--- config.mk ---
export PLATFORM = sky130hd
export DESIGN_NAME = tcw_cursor
export DESIGN_NICKNAME = d
export VERILOG_FILES = /design/src/sv/tcw_pkg.sv /design/src/sv/tcw_cursor.sv
export SDC_FILE = /design/constraint.sdc
export NUM_CORES = 1
export LEC_CHECK = 0
export ABC_AREA = 1
export CORE_MARGIN = 2
export CORE_UTILIZATION = 60
export DETAILED_ROUTE_END_ITERATION = 8
export DONT_BUFFER_PORTS = 1
export GPL_TIMING_DRIVEN = 0
export PLACE_DENSITY = 0.79
export SYNTH_ARGS = -nofsm -noshare
export SYNTH_HDL_FRONTEND = slang
export SYNTH_SLANG_ARGS = --single-unit
--- constraint.sdc ---
create_clock -name vclk -period 3.1
set_input_delay 0.155 -clock vclk [all_inputs]
set_output_delay 0.155 -clock vclk [all_outputs]
set_load 0.005 [all_outputs]
--- src/sv/tcw_pkg.sv ---
package tcw_pkg;

    // screen geometry
    localparam int SCREEN_COLS = 80;
    localparam int SCREEN_ROWS = 25;
    localparam int TAB_WIDTH   = 8;
    localparam int CELL_COUNT  = SCREEN_COLS * SCREEN_ROWS;

    // field widths
    localparam int COL_W  = 7;
    localparam int ROW_W  = 5;
    localparam int ADDR_W = 11;
    localparam int CELL_W = 16;
    localparam int CHAR_W = 8;
    localparam int ATTR_W = 8;
    localparam int KIND_W = 2;

    // item kinds
    localparam logic [KIND_W-1:0] KIND_PUT   = 2'd0;
    localparam logic [KIND_W-1:0] KIND_CLEAR = 2'd1;
    localparam logic [KIND_W-1:0] KIND_READ  = 2'd2;

    // configuration register indexes
    localparam logic CFG_COLOR_ATTR    = 1'b0;
    localparam logic CFG_SCROLL_ENABLE = 1'b1;

    // character codes with special handling
    localparam logic [CHAR_W-1:0] CH_NEWLINE   = 8'h0A;
    localparam logic [CHAR_W-1:0] CH_RETURN    = 8'h0D;
    localparam logic [CHAR_W-1:0] CH_BACKSPACE = 8'h08;
    localparam logic [CHAR_W-1:0] CH_TAB       = 8'h09;
    localparam logic [CHAR_W-1:0] CH_SPACE     = 8'h20;

    // power-up cell content and attribute
    localparam logic [CELL_W-1:0] RESET_CELL = 16'h0720;
    localparam logic [ATTR_W-1:0] RESET_ATTR = 8'h07;

    // cursor update for one put-character item
    typedef struct packed {
        logic [COL_W-1:0]  col;
        logic [ROW_W-1:0]  row;
        logic              cell_we;
        logic [ADDR_W-1:0] cell_off;
        logic [CELL_W-1:0] cell_data;
        logic              scroll;
    } cur_upd_t;

    // linear screen offset of a row and column
    function automatic logic [ADDR_W-1:0] cell_offset(input logic [ROW_W-1:0] r,
                                                      input logic [COL_W-1:0] c);
        logic [ADDR_W-1:0] p;
        p = ADDR_W'(r) * ADDR_W'(SCREEN_COLS) + ADDR_W'(c);
        return p;
    endfunction

endpackage

--- src/sv/tcw_cursor.sv ---
module tcw_cursor (
    input  logic [tcw_pkg::CHAR_W-1:0] char_code,
    input  logic [tcw_pkg::COL_W-1:0]  col,
    input  logic [tcw_pkg::ROW_W-1:0]  row,
    input  logic [tcw_pkg::ATTR_W-1:0] attr,
    input  logic                       scroll_en,
    output tcw_pkg::cur_upd_t          upd
);

    // tab stops are a power of two apart, so the stop at or below the column is a mask
    localparam logic [tcw_pkg::COL_W:0] TAB_MASK = ~(tcw_pkg::COL_W+1)'(tcw_pkg::TAB_WIDTH - 1);

    logic [tcw_pkg::ROW_W:0]   row_w;
    logic [tcw_pkg::COL_W-1:0] col_w;
    logic [tcw_pkg::COL_W:0]   col_inc;
    logic [tcw_pkg::COL_W:0]   tab_col;
    logic [tcw_pkg::ROW_W-1:0] cell_row;
    logic [tcw_pkg::COL_W-1:0] cell_col;
    logic [tcw_pkg::CELL_W-1:0] cell_data;
    logic                      cell_we;
    logic                      scroll;

    // next column candidates
    assign col_inc = {1'b0, col} + 1'b1;
    assign tab_col = ({1'b0, col} & TAB_MASK) + (tcw_pkg::COL_W+1)'(tcw_pkg::TAB_WIDTH);

    // character decode and cursor motion
    always_comb begin
        col_w     = col;
        row_w     = {1'b0, row};
        cell_we   = 1'b0;
        cell_row  = row;
        cell_col  = col;
        cell_data = {attr, char_code};
        scroll    = 1'b0;
        case (char_code)
            tcw_pkg::CH_NEWLINE: begin
                col_w = '0;
                row_w = row_w + 1'b1;
            end
            tcw_pkg::CH_RETURN: begin
                col_w = '0;
            end
            tcw_pkg::CH_BACKSPACE: begin
                if (col != '0) begin
                    col_w = col - 1'b1;
                end else if (row != '0) begin
                    row_w = {1'b0, row} - 1'b1;
                    col_w = tcw_pkg::COL_W'(tcw_pkg::SCREEN_COLS - 1);
                end
                cell_we   = 1'b1;
                cell_row  = row_w[tcw_pkg::ROW_W-1:0];
                cell_col  = col_w;
                cell_data = {attr, tcw_pkg::CH_SPACE};
            end
            tcw_pkg::CH_TAB: begin
                if (tab_col >= (tcw_pkg::COL_W+1)'(tcw_pkg::SCREEN_COLS)) begin
                    col_w = '0;
                    row_w = row_w + 1'b1;
                end else begin
                    col_w = tab_col[tcw_pkg::COL_W-1:0];
                end
            end
            default: begin
                cell_we = 1'b1;
                if (col_inc >= (tcw_pkg::COL_W+1)'(tcw_pkg::SCREEN_COLS)) begin
                    col_w = '0;
                    row_w = row_w + 1'b1;
                end else begin
                    col_w = col_inc[tcw_pkg::COL_W-1:0];
                end
            end
        endcase
        // past the last row: scroll or pin to the last row
        if (row_w >= (tcw_pkg::ROW_W+1)'(tcw_pkg::SCREEN_ROWS)) begin
            row_w = (tcw_pkg::ROW_W+1)'(tcw_pkg::SCREEN_ROWS - 1);
            if (scroll_en) begin
                scroll = 1'b1;
            end else begin
                col_w = '0;
            end
        end
    end

    assign upd.col       = col_w;
    assign upd.row       = row_w[tcw_pkg::ROW_W-1:0];
    assign upd.cell_we   = cell_we;
    assign upd.cell_off  = tcw_pkg::cell_offset(cell_row, cell_col);
    assign upd.cell_data = cell_data;
    assign upd.scroll    = scroll;

endmodule

* Word level (Yosys, flattened, before mapping)
Index checks and enable logic that the tools add are counted.
** Operators by class
- Add/subtract/negate cells :: 6
- Multipliers :: 1
- Divide/modulo/power cells :: 0
- $lt $le $gt $ge :: 3
- Equal/unequal tests :: 4
- Shift-type cells :: 0
- Mux-type cells :: 19
- Bitwise gates (word level) :: 0
- Reductions and logical operators :: 4
** Operators with widths (number)
- 2-to-1 mux 7 bit :: 7
- == test 8 x 4 -> 1 bit, second input constant :: 4
- 2-to-1 mux 6 bit :: 4
- case mux 6 bit (4 select lines) :: 1
- case mux 7 bit (3 select lines) :: 1
- greater-or-equal comparator 8 x 7 -> 1 bit, second input constant :: 2
- adder 11 x 7 -> 11 bit :: 1
- 2-to-1 mux 5 bit :: 2
- adder 7 x 1 -> 8 bit, second input constant :: 1
- adder 7 x 4 -> 8 bit, second input constant :: 1
- 2-to-1 mux 8 bit :: 1
- multiplier 5 x 3 -> 7 bit, second input constant :: 1
- nonzero test 7 bit :: 1
- subtractor 7 x 1 -> 7 bit, second input constant :: 1
- adder 5 x 1 -> 6 bit, second input constant :: 1
- greater-or-equal comparator 6 x 5 -> 1 bit, second input constant :: 1
- subtractor 5 x 1 -> 6 bit, second input constant :: 1
- nonzero test 5 bit :: 1
- 2-to-1 mux 1 bit :: 3
- OR reduction 3 bit :: 1
- OR reduction 2 bit :: 1
** Word-level totals
- Register bits :: 0
- Bits in latches :: 0
- RAM bits :: 0
- Bits in read-only memories :: 0
- Input port bits :: 29
- Output and inout port bits :: 41
- Word-level logic and storage cells :: 37
- Memories kept :: 0

* Depth between registers and ports, before layout
Gate-level depths: netlist of run 1.
- Depth in word-level cells :: 6
- Gate-level depth with buffers :: 19
- Depth with buffers taken out :: 18

* Worst setup path before layout of run 1
OpenSTA, ideal clock, no wires.
- Path kind :: input to output
- From :: in char_code[5] in the netlist's numbering
- To :: out upd[27] in the netlist's numbering
- Arrival :: 3.002 ns
- Data required time :: 2.945 ns
- Setup slack :: -0.057 ns
- Stages on the path :: 16
- Path buffers :: 3
- Cells stage by stage :: nor2_1 nand3_2 nor3_2 buf_4 clkbuf_1 clkbuf_1 o21ai_0 ha_1 ha_1 inv_1 fa_1 inv_1 nand2_1 nor2_1 xor2_1 xnor2_1
** RTL lines
- start: declaration :: RTL line tcw_cursor.sv:2 : input logic [tcw_pkg::CHAR_W-1:0] char_code,
- end: declaration :: RTL line tcw_cursor.sv:7 : output tcw_pkg::cur_upd_t upd

==> results.json, run 1 <==
{
  "cp_top_family": "adder cells",
  "crit_start": "char_code[5]",
  "die_area_mm2": 0.00361,
  "core.rowCount": 20,
  "drive_gt1_share_pct": 19.0,
  "synthDistinctLibCells": 32,
  "syn_inst": 348,
  "vias_per_cell": 5.56,
  "setup_viol": 0,
  "drt_iter0_drc": 154,
  "syn_to_final_growth_pct": 11.7,
  "dr.pass1.iters": 5,
  "avgSynthCellArea_um2": 5.42,
  "critical_path_class": "input port to primary output",
  "worst_path_largest_cell_delay_ns": 0.44,
  "slew_headroom_pct": 64.3,
  "cp_slowest_cell": "fa_1",
  "fin_ws_ns": 0.174,
  "die_h_um": 60.1,
  "fin_crit_ns": 2.93,
  "total_power_uw": 259,
  "slew_violations": 0,
  "cap_violations": 0,
  "initial_core_util_pct": 62.3,
  "gp_congestion": 0.920,
  "post-route-drc-count": 0,
  "nClkBuffers": 0,
  "period_share_pct": 94.4,
  "coreArea_mm2": 0.00303,
  "power_density_mw_per_mm2": 123,
  "start_kind": "input port",
  "drt_wl_total_um": 5120,
  "overflow": 0,
  "antenna_cells": 0,
  "synth_top_area_cell": "nand2_1",
  "crit_buf_inv": 5,
  "fmax_mhz": 342,
  "synth.cell_area_mm2": 0.00189,
  "grt_pass1_vias": 1982,
  "cp.required_ns": 2.94,
  "fin_hold_ws_ns": 0.391,
  "flops_and_latches": 0,
  "p_leak_uw": 0.00108,
  "wl_per_cell_um": 12.7,
  "holdCritStartpoint": "char_code[1]",
  "layout_commonest_cell": "nand2_1",
  "synth.area.top_cells": "nand2_1 (17%), nand3_1 (13%), ha_1 (12%), inv_1 (8.4%), nor2_1 (6.6%)",
  "rsz0062_at_grt": "no",
  "crit_arrival_ns": 2.77,
  "ir_worst_vdd_mv": 0.0939,
  "worstPathCellList": "nor2_2, nand3_2, nor3_4, buf_4, buf_4, buf_8, o21ai_1, ha_1, ha_1, inv_2, fa_1, inv_2, nand2_1, nor2_2, xor2_1, xnor2_1",
  "cp_max_fo": 10,
  "worst_slew_pin_slew_ns": 0.532,
  "hp-class": "input port to primary output",
  "critPathCaptureType": "primary output",
  "finalHoldViolations": 0,
  "seq_area_um2": 0,
  "yosysWarnings": 0,
  "pre_cts_ws_ns": -0.564,
  "final_cell_mix": "nand2_1 (86), nand3_1 (48), inv_1 (36)",
  "grt_pass1_wl_um": 8240,
  "die_x_um": 60.1,
  "track_usage_pct": 28.9,
  "num_io_pins": 70,
  "status": "finished, final reports clean",
  "yosysTopAreaCellShare_pct": 17.1,
  "grt_max_degree": 11,
  "place_hpwl_um": 4110,
  "antenna_found_initial": 0,
  "port_buffers": 0,
  "antenna_left": 0,
  "synth_nets": 397,
  "ys_seq_area_share_pct": 0,
  "vias": 2235,
  "nNetsFinal": 409
}
==> stage by stage <==
stage                     cell area [µm²]  cells  setup TNS (ns)  util, %
final                                2110    402               0     69.6
after global routing                 2110    402               0     69.6
after CTS                            2010    396               0     66.3
after detailed placement             1940    392           -1.04     64.2
after global placement               1940    392          -0.639     64.2
after floorplan                      1890    348               0        -
==> where the power goes <==
part           switching (µW)  leakage (µW)  internal (µW)  total [µW]
Sequential                  0             0              0           0
Combinational             158       0.00108            101         259
Clock                       0             0              0           0
==> cells by family (layout without fill, tap and decap cells) <==
kind of cell / Yosys count / in the layout / synth area share [%]
buf+inv: 68 / 78 / 16.6
fa+ha+maj: 20 / 20 / 14.1
simple gates: 208 / 208 / 50.8
xor+xnor: 10 / 10 / 4.64
compound gates: 42 / 42 / 13.9
==> routing by layer <==
layer	wire length, µm	GRT usage [%]	part of all wire [%]
met3	376	1.52	7.3
met1	2100	36.2	41
met4	153	9.52	3.0
met2	2490	52.2	49
met5	0	0	0
==> path summary, 6_finish.rpt <==
| check | end | depth (start not counted) | slack (ns) |
|---|---|---|---|
| max | upd[27] | 16 | 0.17 |
| min | upd[2] | 1 | 0.39 |
==> timing repair <==
action                                  CTS  global route
gates resized for setup                  11            19
gates cloned                              0             1
pin swaps                                 2             8
endpoints found under the setup margin    3             1
setup buffers                             4             5
hold buffers                              0             0
==> synth_stat cells <==
cell	count
a21boi_0	2
a21oi_1	8
a22oi_1	1
a31oi_1	1
and2_1	4
buf_2	1
buf_4	11
buf_6	2
clkbuf_1	8
fa_1	2
ha_1	18
inv_1	42
inv_2	4
nand2_1	86
nand2_2	10
nand2_4	2
nand3_1	50
nand3_2	1
nand3b_1	3
nand4_1	6
nor2_1	33
nor2_2	7
nor3_1	3
nor3_2	1
o211ai_1	7
o21ai_0	20
o22ai_1	1
o2bb2ai_4	1
o31ai_1	1
or2_2	2
xnor2_1	1
xor2_1	9
==> final cells by class <==
cell class,instances,area [µm²]
fill,300,921
tap,44,55.1
multi-input combinational,280,1640
timing repair buffer,10,72.6
inverter,46,188
buffer,22,155
No activity file was read; power rests on OpenSTA's default activity.
==> run 2, diff against run 1 <==
--- a/config.mk
+++ b/config.mk
@@ -6,6 +6,7 @@
 export NUM_CORES = 1
 export LEC_CHECK = 0
 export ABC_AREA = 1
+export CORE_ASPECT_RATIO = 1.1
 export CORE_MARGIN = 2
 export CORE_UTILIZATION = 60
 export DETAILED_ROUTE_END_ITERATION = 8
==> results.json, run 2 (synthesis results as in run 1) <==
{
  "holdPathEnd": "upd[2]",
  "wl_per_cell_um": 12.7,
  "slew_violations": 0,
  "critical_path_class": "input port to primary output",
  "gp_congestion": 0.922,
  "die_h_um": 62.8,
  "worstPathCellList": "clkinvlp_4, ha_4, nand3_2, nand2_4, o211ai_1, o21ai_2, ha_1, ha_1, inv_1, fa_1, xor2_2, nor2_2, xor2_1, xnor2_1",
  "crit_top_cell": "ha_1",
  "track_usage_pct": 27.2,
  "port_buffers": 0,
  "flops_and_latches": 0,
  "coreArea_mm2": 0.00302,
  "antenna_cells": 0,
  "crit_arrival_ns": 2.81,
  "n_fill_cell": 309,
  "holdCritStartpoint": "char_code[1]",
  "overflow": 0,
  "hp-class": "input port to primary output",
  "syn_to_final_growth_pct": 9.68,
  "core.rowCount": 21,
  "fmax_mhz": 337,
  "initial_core_util_pct": 62.4,
  "place_hpwl_um": 4000,
  "grt_pass1_wl_um": 8330,
  "crit_buf_inv": 2,
  "cp.depth": 14,
  "finalNonFillerCells": 386,
  "hold_depth": 1,
  "cp_max_fo": 7,
  "multiInputGateArea_mm2": 0.00165,
  "seq_area_um2": 0,
  "worst_path_largest_cell_delay_ns": 0.40,
  "start_kind": "input port",
  "drt_iter0_drc": 186,
  "antenna_left": 0,
  "layout_commonest_cell": "nand2_1",
  "finalHoldViolations": 0,
  "die_area_mm2": 0.00361,
  "critPathCaptureType": "primary output",
  "cp_top_family": "adder cells",
  "vias_per_cell": 5.64,
  "final_cell_mix": "nand2_1 (86), nand3_1 (48), inv_1 (37)",
  "nNetsFinal": 403,
  "antenna_found_initial": 0,
  "period_share_pct": 95.7,
  "status": "finished, final reports clean",
  "vias": 2177,
  "drive_gt1_share_pct": 17.6,
  "nClkBuffers": 0,
  "grt_pass1_vias": 1928,
  "fin_crit_ns": 2.97,
  "grt_max_degree": 11,
  "slew_headroom_pct": 69.2,
  "total_power_uw": 255,
  "num_io_pins": 70,
  "hold_buffers": 0,
  "post-route-drc-count": 0,
  "cp_slowest_cell": "fa_1",
  "cap_violations": 0,
  "power_density_mw_per_mm2": 123,
  "worst_slew_pin_slew_ns": 0.459,
  "cp.required_ns": 2.94,
  "rsz0062_at_grt": "no",
  "p_leak_uw": 0.00106,
  "dr.pass1.iters": 5,
  "place_inst": 382,
  "drt_wl_total_um": 4900,
  "ir_worst_vdd_mv": 0.0902,
  "setup_viol": 0,
  "die_x_um": 57.5
}
-- run 2: cell type report --
cell class                      instances  share of cell area (%)
Multi-Input combinational cell        280                    79.5
Inverter                               46                    9.07
Tap cell                               34                    2.06
Timing Repair Buffer                    4                    1.45
Buffer                                 22                    7.92
-- run 2: timing repair --
item                                    CTS  global route
endpoints found under the setup margin    3             1
cloned                                    0             0
pin swaps                                 2             2
resized for setup                        16            14
setup buffers                             1             3
-- run 2: worst max path at each step --
stage | endpoint | from | slack, ns
after floorplan | upd[27] | char_code[5] | 0.02
after global placement | upd[27] | char_code[5] | -0.45
after detailed placement | upd[27] | char_code[5] | -0.48
after CTS | upd[27] | char_code[5] | 0.007
after global routing | upd[27] | row[0] | 0.0002
final | upd[27] | row[0] | 0.13
-- run 2: through the flow --
| step | hold WS (ns) | TNS [ns] | cell area, µm² | utilization [%] | setup slack, ns |
|---|---|---|---|---|---|
| floorplan | 0.389 | 0 | 1890 | - | 0.0156 |
| global placement | 0.393 | -0.708 | 1930 | 63.9 | -0.452 |
| detailed placement | 0.391 | -0.787 | 1930 | 63.9 | -0.477 |
| CTS | 0.391 | 0 | 2000 | 66.3 | 0.00684 |
| global route | 0.393 | 0 | 2070 | 68.5 | 0.000229 |
| finish | 0.391 | 0 | 2070 | 68.5 | 0.134 |
-- run 2: layer usage --
| layer | vias up | wire length (µm) | global-route usage [%] |
|---|---|---|---|
| met5 | - | 0 | 0 |
| li1 | 1126 | - | - |
| met1 | 951 | 2080 | 37.2 |
| met3 | 4 | 402 | 1.24 |
| met4 | 0 | 40 | 3.49 |
| met2 | 96 | 2370 | 47.6 |
-- run 2: power by group --
group	internal, µW	switching (µW)
registers	0	0
clock network	0	0
logic	97.9	157
total	97.9	157
